`src/hdl/cde_pkg.sv`:
```
// ----------------------------------------------------------------------------
// cde_pkg
// Shared constants and types of the common divisor enumerator.
// ----------------------------------------------------------------------------
package cde_pkg;

  localparam int FIELD_BITS   = 12;
  localparam int RESULT_LIMIT = 48;
  localparam int COUNT_BITS   = $clog2(RESULT_LIMIT + 1);

  typedef enum logic [3:0] {
    S_IDLE  = 4'b0001,
    S_DIV   = 4'b0010,
    S_TEST  = 4'b0100,
    S_FLUSH = 4'b1000
  } trial_state_t;

endpackage

```
`src/hdl/common_divisor_enumerator.sv`:
```
// ----------------------------------------------------------------------------
// common_divisor_enumerator
// Emits every common divisor of an operand pair in ascending order.
// ----------------------------------------------------------------------------
// Input channel: item_valid / item_ready carry first_value and second_value;
// only the low VALUE_BITS bits of each are used. Give the same value twice
// to list the divisors of one number.
// Output channel: result_valid / result_ready carry divisor, zero_error and
// last_of_run. A pair gives one result per common divisor, smallest first,
// with last_of_run on the final one. A pair with a zero operand gives a
// single result with divisor 0, zero_error and last_of_run set.
// Every candidate from 1 up to the smaller operand passes through the
// bit-serial remainder unit (S_DIV), and both remainders are then tested
// for zero (S_TEST); a zero pair goes straight to S_FLUSH. One pair is
// worked on at a time, and the next is taken only from S_IDLE.
// The front accepts up to QUEUE_DEPTH + 1 further pairs while the engine
// runs. A stalled receiver holds the engine only when a divisor is due to
// move into the output register while the previous one still waits there.
// Reset empties the front stage and the queue, idles the engine and clears result_valid.
// ----------------------------------------------------------------------------
module common_divisor_enumerator #(
  parameter int VALUE_BITS  = 12,
  parameter int QUEUE_DEPTH = 2
) (
  input  logic                           clk,
  input  logic                           rst,
  input  logic                           item_valid,
  output logic                           item_ready,
  input  logic [cde_pkg::FIELD_BITS-1:0] first_value,
  input  logic [cde_pkg::FIELD_BITS-1:0] second_value,
  output logic                           result_valid,
  input  logic                           result_ready,
  output logic [cde_pkg::FIELD_BITS-1:0] divisor,
  output logic                           zero_error,
  output logic                           last_of_run
);
  import cde_pkg::*;

  localparam int CMD_BITS = 3 * VALUE_BITS + 1;

  logic                  push;
  logic                  full;
  logic                  pop;
  logic                  empty;
  logic [VALUE_BITS-1:0] op_a;
  logic [VALUE_BITS-1:0] op_b;
  logic [VALUE_BITS-1:0] op_min;
  logic                  op_zero;
  logic [CMD_BITS-1:0]   wr_data;
  logic [CMD_BITS-1:0]   rd_data;

  assign wr_data = {op_a, op_b, op_min, op_zero};

  cde_front #(
    .VALUE_BITS(VALUE_BITS)
  ) u_front (
    .clk          (clk),
    .rst          (rst),
    .item_valid   (item_valid),
    .item_ready   (item_ready),
    .first_value  (first_value),
    .second_value (second_value),
    .push         (push),
    .full         (full),
    .op_a         (op_a),
    .op_b         (op_b),
    .op_min       (op_min),
    .op_zero      (op_zero)
  );

  cde_fifo #(
    .WIDTH(CMD_BITS),
    .DEPTH(QUEUE_DEPTH)
  ) u_fifo (
    .clk     (clk),
    .rst     (rst),
    .push    (push),
    .wr_data (wr_data),
    .full    (full),
    .pop     (pop),
    .rd_data (rd_data),
    .empty   (empty)
  );

  cde_trial #(
    .VALUE_BITS(VALUE_BITS)
  ) u_trial (
    .clk          (clk),
    .rst          (rst),
    .empty        (empty),
    .pop          (pop),
    .cmd_a        (rd_data[3*VALUE_BITS:2*VALUE_BITS+1]),
    .cmd_b        (rd_data[2*VALUE_BITS:VALUE_BITS+1]),
    .cmd_min      (rd_data[VALUE_BITS:1]),
    .cmd_zero     (rd_data[0]),
    .result_valid (result_valid),
    .result_ready (result_ready),
    .divisor      (divisor),
    .zero_error   (zero_error),
    .last_of_run  (last_of_run)
  );

endmodule

```
`src/hdl/cde_front.sv`:
```
// ----------------------------------------------------------------------------
// cde_front
// Accepts operand pairs, masks them, flags a zero operand and finds the
// smaller operand; holds the classified item until the queue takes it.
// ----------------------------------------------------------------------------
module cde_front #(
  parameter int VALUE_BITS = 12
) (
  input  logic                           clk,
  input  logic                           rst,
  input  logic                           item_valid,
  output logic                           item_ready,
  input  logic [cde_pkg::FIELD_BITS-1:0] first_value,
  input  logic [cde_pkg::FIELD_BITS-1:0] second_value,
  output logic                           push,
  input  logic                           full,
  output logic [VALUE_BITS-1:0]          op_a,
  output logic [VALUE_BITS-1:0]          op_b,
  output logic [VALUE_BITS-1:0]          op_min,
  output logic                           op_zero
);
  import cde_pkg::*;

  logic                  stage_valid;
  logic [VALUE_BITS-1:0] a_m;
  logic [VALUE_BITS-1:0] b_m;

  assign a_m        = first_value[VALUE_BITS-1:0];
  assign b_m        = second_value[VALUE_BITS-1:0];
  assign push       = stage_valid && !full;
  assign item_ready = !stage_valid || !full;

  always_ff @(posedge clk) begin
    if (rst) begin
      stage_valid <= 1'b0;
    end else if (item_ready) begin
      stage_valid <= item_valid;
    end
    if (item_valid && item_ready) begin
      op_a    <= a_m;
      op_b    <= b_m;
      op_min  <= (a_m < b_m) ? a_m : b_m;
      op_zero <= (a_m == '0) || (b_m == '0);
    end
  end

endmodule

```
`src/hdl/cde_fifo.sv`:
```
// ----------------------------------------------------------------------------
// cde_fifo
// Short queue of classified items between the front and the trial engine.
// ----------------------------------------------------------------------------
module cde_fifo #(
  parameter int WIDTH = 37,
  parameter int DEPTH = 2
) (
  input  logic             clk,
  input  logic             rst,
  input  logic             push,
  input  logic [WIDTH-1:0] wr_data,
  output logic             full,
  input  logic             pop,
  output logic [WIDTH-1:0] rd_data,
  output logic             empty
);
  import cde_pkg::*;

  localparam int AW = (DEPTH > 1) ? $clog2(DEPTH) : 1;
  localparam int CW = $clog2(DEPTH + 1);

  logic [WIDTH-1:0] mem [DEPTH];
  logic [AW-1:0]    wr_ptr;
  logic [AW-1:0]    rd_ptr;
  logic [CW-1:0]    fill;

  assign full    = (fill == CW'(DEPTH));
  assign empty   = (fill == '0);
  assign rd_data = mem[rd_ptr];

  always_ff @(posedge clk) begin
    if (rst) begin
      wr_ptr <= '0;
      rd_ptr <= '0;
      fill   <= '0;
    end else begin
      if (push) begin
        wr_ptr <= (wr_ptr == AW'(DEPTH - 1)) ? '0 : wr_ptr + 1'b1;
      end
      if (pop) begin
        rd_ptr <= (rd_ptr == AW'(DEPTH - 1)) ? '0 : rd_ptr + 1'b1;
      end
      if (push && !pop) begin
        fill <= fill + 1'b1;
      end else if (pop && !push) begin
        fill <= fill - 1'b1;
      end
    end
    if (push) begin
      mem[wr_ptr] <= wr_data;
    end
  end

endmodule

```
`src/hdl/cde_trial.sv`:
```
// ----------------------------------------------------------------------------
// cde_trial
// Trial division engine: steps each candidate through a bit-serial remainder
// unit for both operands and emits common divisors through an output register.
// ----------------------------------------------------------------------------
module cde_trial #(
  parameter int VALUE_BITS = 12
) (
  input  logic                           clk,
  input  logic                           rst,
  input  logic                           empty,
  output logic                           pop,
  input  logic [VALUE_BITS-1:0]          cmd_a,
  input  logic [VALUE_BITS-1:0]          cmd_b,
  input  logic [VALUE_BITS-1:0]          cmd_min,
  input  logic                           cmd_zero,
  output logic                           result_valid,
  input  logic                           result_ready,
  output logic [cde_pkg::FIELD_BITS-1:0] divisor,
  output logic                           zero_error,
  output logic                           last_of_run
);
  import cde_pkg::*;

  localparam int SW = $clog2(VALUE_BITS);

  trial_state_t          state;
  logic [VALUE_BITS-1:0] held_a;
  logic [VALUE_BITS-1:0] held_b;
  logic [VALUE_BITS-1:0] limit;
  logic [VALUE_BITS-1:0] cand;
  logic [VALUE_BITS-1:0] sh_a;
  logic [VALUE_BITS-1:0] sh_b;
  logic [VALUE_BITS-1:0] rem_a;
  logic [VALUE_BITS-1:0] rem_b;
  logic [SW-1:0]         step;
  logic [COUNT_BITS-1:0] found;
  logic                  pend_valid;
  logic [VALUE_BITS-1:0] pend_div;
  logic                  pend_zero;

  logic [VALUE_BITS:0]   trial_a;
  logic [VALUE_BITS:0]   trial_b;
  logic [VALUE_BITS:0]   cand_x;
  logic [VALUE_BITS-1:0] rem_a_next;
  logic [VALUE_BITS-1:0] rem_b_next;
  logic                  slot_free;
  logic                  hit;
  logic                  advance;
  logic                  finish;
  logic                  load_out;

  assign cand_x     = {1'b0, cand};
  assign trial_a    = {rem_a, sh_a[VALUE_BITS-1]};
  assign trial_b    = {rem_b, sh_b[VALUE_BITS-1]};
  assign rem_a_next = (trial_a >= cand_x) ? VALUE_BITS'(trial_a - cand_x)
                                          : trial_a[VALUE_BITS-1:0];
  assign rem_b_next = (trial_b >= cand_x) ? VALUE_BITS'(trial_b - cand_x)
                                          : trial_b[VALUE_BITS-1:0];

  assign slot_free = !result_valid || result_ready;
  assign hit       = (rem_a == '0) && (rem_b == '0);
  assign advance   = !(hit && pend_valid) || slot_free;
  assign finish    = (hit && (found == COUNT_BITS'(RESULT_LIMIT - 1))) || (cand == limit);
  assign pop       = (state == S_IDLE) && !empty;
  assign load_out  = ((state == S_TEST) && hit && pend_valid && slot_free)
                  || ((state == S_FLUSH) && slot_free);

  always_ff @(posedge clk) begin
    if (rst) begin
      state        <= S_IDLE;
      pend_valid   <= 1'b0;
      found        <= '0;
      result_valid <= 1'b0;
    end else begin
      if (load_out) begin
        result_valid <= 1'b1;
      end else if (result_ready) begin
        result_valid <= 1'b0;
      end
      case (state)
        S_IDLE: begin
          if (!empty) begin
            held_a <= cmd_a;
            held_b <= cmd_b;
            limit  <= cmd_min;
            found  <= '0;
            if (cmd_zero) begin
              pend_div   <= '0;
              pend_zero  <= 1'b1;
              pend_valid <= 1'b1;
              state      <= S_FLUSH;
            end else begin
              pend_zero  <= 1'b0;
              pend_valid <= 1'b0;
              cand       <= VALUE_BITS'(1);
              sh_a       <= cmd_a;
              sh_b       <= cmd_b;
              rem_a      <= '0;
              rem_b      <= '0;
              step       <= SW'(VALUE_BITS - 1);
              state      <= S_DIV;
            end
          end
        end
        S_DIV: begin
          sh_a  <= sh_a << 1;
          sh_b  <= sh_b << 1;
          rem_a <= rem_a_next;
          rem_b <= rem_b_next;
          step  <= step - 1'b1;
          if (step == '0) begin
            state <= S_TEST;
          end
        end
        S_TEST: begin
          if (advance) begin
            if (hit) begin
              pend_div   <= cand;
              pend_valid <= 1'b1;
              found      <= found + 1'b1;
            end
            if (finish) begin
              state <= S_FLUSH;
            end else begin
              cand  <= cand + 1'b1;
              sh_a  <= held_a;
              sh_b  <= held_b;
              rem_a <= '0;
              rem_b <= '0;
              step  <= SW'(VALUE_BITS - 1);
              state <= S_DIV;
            end
          end
        end
        S_FLUSH: begin
          if (slot_free) begin
            pend_valid <= 1'b0;
            state      <= S_IDLE;
          end
        end
        default: begin
          state <= S_IDLE;
        end
      endcase
    end
    if (load_out) begin
      divisor     <= FIELD_BITS'(pend_div);
      zero_error  <= pend_zero;
      last_of_run <= (state == S_FLUSH);
    end
  end

endmodule

```
`config.mk`:
```
export PLATFORM = sky130hd
export DESIGN_NAME = common_divisor_enumerator
export DESIGN_NICKNAME = d
export VERILOG_FILES = /design/src/hdl/cde_pkg.sv /design/src/hdl/common_divisor_enumerator.sv /design/src/hdl/cde_front.sv /design/src/hdl/cde_fifo.sv /design/src/hdl/cde_trial.sv
export SDC_FILE = /design/constraint.sdc
export NUM_CORES = 1
export LEC_CHECK = 0
export ABC_AREA = 1
export BUFFER_PORTS_ARGS = -buffer_cell sky130_fd_sc_hd__clkbuf_2
export CORE_AREA = 4 4 231 188
export CTS_BUF_LIST = sky130_fd_sc_hd__clkbuf_8 sky130_fd_sc_hd__clkbuf_16
export DETAILED_ROUTE_END_ITERATION = 8
export DIE_AREA = 0 0 235 192
export PLACE_DENSITY = 0.5
export SYNTH_ARGS = -nofsm -noshare
export SYNTH_HDL_FRONTEND = slang
export SYNTH_HIERARCHICAL = 1
export SYNTH_SLANG_ARGS = --single-unit
```
`constraint.sdc`:
```
create_clock -name clk -period 7.2 [get_ports clk]
set_clock_uncertainty 0.2 [all_clocks]
set_input_delay 0.72 -clock clk [delete_from_list [all_inputs] [get_ports clk]]
set_output_delay 0.72 -clock clk [all_outputs]
set_load 0.01 [all_outputs]
```
==> impl_metrics.json <==
{
  "cp-startpoint": "u_trial/state[0]",
  "die-area_um2": 45100,
  "tns_ps": 0,
  "crit_required_ps": 7170,
  "p_leak_uw": 0.00552,
  "synth_area_leaders": "edfxtp_1, nand2_1, ha_1, mux2_4, inv_1",
  "cts-root-buf": "clkbuf_16",
  "drv_slew": 0,
  "fin_crit_sh_pct": 43.9,
  "synth_commonest_cells": "nand2_1, edfxtp_1, inv_1",
  "yosys_warnings": 6,
  "whs_ps": 179,
  "path_max_fanout": 36,
  "synthAdderAreaFrac_pct": 4.33,
  "async_flop_share_pct": 0,
  "synth-xor-area-share_pct": 1.58,
  "critPathCapture": "u_trial/pend_div[2]",
  "die_h_um": 192,
  "dp_slack_ps": 4010,
  "slowest_stage": "nor3_2",
  "num_vias": 7720,
  "synth_area_leader_cell": "edfxtp_1",
  "die_w_um": 235,
  "clockBufferDepth": 3,
  "postCtsSetupBuffers": 0,
  "drc": 0,
  "reg2reg_depth": 6,
  "peakVddDrop_v": 0.000188,
  "cts_made_buffers": 28,
  "path_cells": "nor2_1, nand2_2, inv_2, a21boi_4, nand3_2, nor3_2",
  "port_buffers": 43,
  "setup_violations": 0,
  "worstMarginPinSlew_ps": 1090,
  "fin_ws_ps": 4040,
  "antenna_found_initial": 0,
  "initial_core_util_pct": 29.5,
  "syn_area_per_cell_um2": 11.0,
  "r2r_start": "u_trial/state[0]",
  "grt_max_degree": 53,
  "rows": 67,
  "nets": 1235,
  "drtIter0Drc": 533,
  "core_um2": 41300,
  "via_per_inst": 4.44,
  "yosysUniqueCellTypes": 47,
  "yosysMostFrequentCell": "nand2_1",
  "fillCellCount": 4181,
  "yosysSeqAreaShare_pct": 61.6,
  "fin_area_um2": 13900,
  "synth_edf_count": 238,
  "fin_crit_ps": 3160,
  "outcome": "complete, no violations",
  "diodes": 0,
  "fmax_ghz": 0.316,
  "yosys.area_share.simple_pct": 18.6,
  "grt_setup_unrepaired": "no",
  "cts_resized": 0,
  "grtUsageTotal_pct": 11.4,
  "crit_type": "reg2reg",
  "dp_hpwl_um": 17900,
  "overflow": 0,
  "syn_inst": 1107,
  "r2r_slack_ps": 4040,
  "wl_um": 26000,
  "placedInstanceArea_um2": 13000,
  "max-slew-margin-rel_pct": 27.2,
  "critical_path.max_stage_delay_ps": 750,
  "cp.arrival_ps": 3130,
  "r2r-end": "u_trial/pend_div[2]",
  "max_cap_viol_count": 0,
  "area_growth_pct": 14.3,
  "cp-end-kind": "register",
  "insertion_delay_ps": 580,
  "htree_levels": 1,
  "muxShareOfSynthArea_pct": 4.34,
  "powerDensity_nw_per_um2": 380,
  "grt_pass1_vias": 7380,
  "firstDrtPassIters": 5,
  "path_clk_slew_ps": 70,
  "crit_path_start_kind": "register",
  "synth_top_area_share_pct": 58.7,
  "synth_top_flop_cell": "edfxtp_1",
  "place_congestion": 0.847,
  "hold_violations": 0,
  "drive_gt1_share_pct": 15.3,
  "hold_class": "in2reg",
  "ant_nets": 0,
  "cts_tree": "built",
  "hold_buffers": 0,
  "grt_pass1_wl_um": 41500,
  "clock_sinks": 256,
  "postSynthNetCount": 1176,
  "wl_per_cell_um": 14.9,
  "io_pins": 44,
  "ys_seq_elements": 256,
  "syn-cell-area_um2": 12200,
  "synth_top_family_by_area": "simple AND/OR/NAND/NOR gates",
  "synth-compound-area-share_pct": 4.27
}
## critical path, delay by kind of cell (launching register included)
family	cells	cell delay [ps]
and+or+nand+nor	4	1420
DFF	1	430
buffers and inverters	1	420
AOI/OAI and AO/OA	1	310
## layout by cell type (no fill, tap or decap), types with 3 or more instances in the layout
cell type and n:
nor2_1 109, nor2_2 5, nand3_1 69, a21oi_1 43
nand4_1 23, clkbuf_2 43, a21oi_4 3, buf_4 9
ha_1 39, mux2_2 7, nand3_2 5, clkinv_1 3
inv_2 5, xnor2_1 14, o21bai_1 4, nor4_1 8
inv_1 116, nand2_1 274, nor3_1 3, clkinv_2 9
nor3_2 4, mux2_4 30, xor2_1 8, nand2_2 10
dfxtp_1 17, clkbuf_16 28, o21ai_0 25, edfxtp_1 238
clkinvlp_4 4
## registers in the layout, indices dropped and copies added (netlist names), 2 cells and up, named ones only
name,cells
u_fifo/fill,2
u_fifo/mem,74
u_front/op_a,12
u_front/op_b,12
u_front/op_min,12
u_trial/cand,12
u_trial/divisor,12
u_trial/found,6
u_trial/held_a,12
u_trial/held_b,12
u_trial/limit,12
u_trial/pend_div,12
u_trial/rem_a,12
u_trial/rem_b,12
u_trial/sh_a,12
u_trial/sh_b,12
u_trial/state,4
u_trial/step,4
## routing by layer
layer,track usage (%),wire length (um)
met5,0,0
met4,2.54,478
met3,1.92,1110
met2,17.1,11200
met1,17.2,13200
## worst min-delay path by stage
stage	slack, ps	start	cells after the start	to
2_1_floorplan	200	u_trial/pend_div[0]	0	u_trial/divisor[0]
3_3_place_gp	200	u_trial/pend_div[10]	0	u_trial/divisor[10]
3_5_place_dp	210	u_trial/pend_div[0]	0	u_trial/divisor[0]
4_1_cts	150	second_value[1]	1	u_front/op_b[1]
5_1_grt	160	second_value[1]	1	u_front/op_b[1]
6_report	180	second_value[1]	1	u_front/op_b[1]
## layout make-up
cell class                 instances  area, um^2  area share [%]
sequential                       256        7510            53.9
tap                              552         691            4.96
inverter                         120         450            3.23
multi-input combinational        708        4070            29.3
clock buffer                      28         701            5.03
clock inverter                    24         220            1.58
timing repair buffer              52         283            2.03
## report_power, final
group / internal, uW / switching [uW] / leakage, uW
Sequential: 2040 / 147 / 0.00236
Combinational: 579 / 1120 / 0.00271
Clock: 795 / 619 / 0.000451
## per-stage QoR
stage | cells | util, % | power [uW]
3_3_place_gp | 1688 | 31.5 | 3900
5_1_grt | 1740 | 33.7 | 5670
3_5_place_dp | 1688 | 31.5 | 3910
6_report | 1740 | 33.7 | 5290
2_1_floorplan | 1107 | - | 3500
4_1_cts | 1740 | 33.7 | 5350
## kinds of logic after synthesis
kind of cell	Yosys count
simple gates	520
flops	256
buf+inv	143
compound gates	88
fa+ha+maj	41
mux	37
xor+xnor	22
No activity file was read; power rests on OpenSTA's default activity.
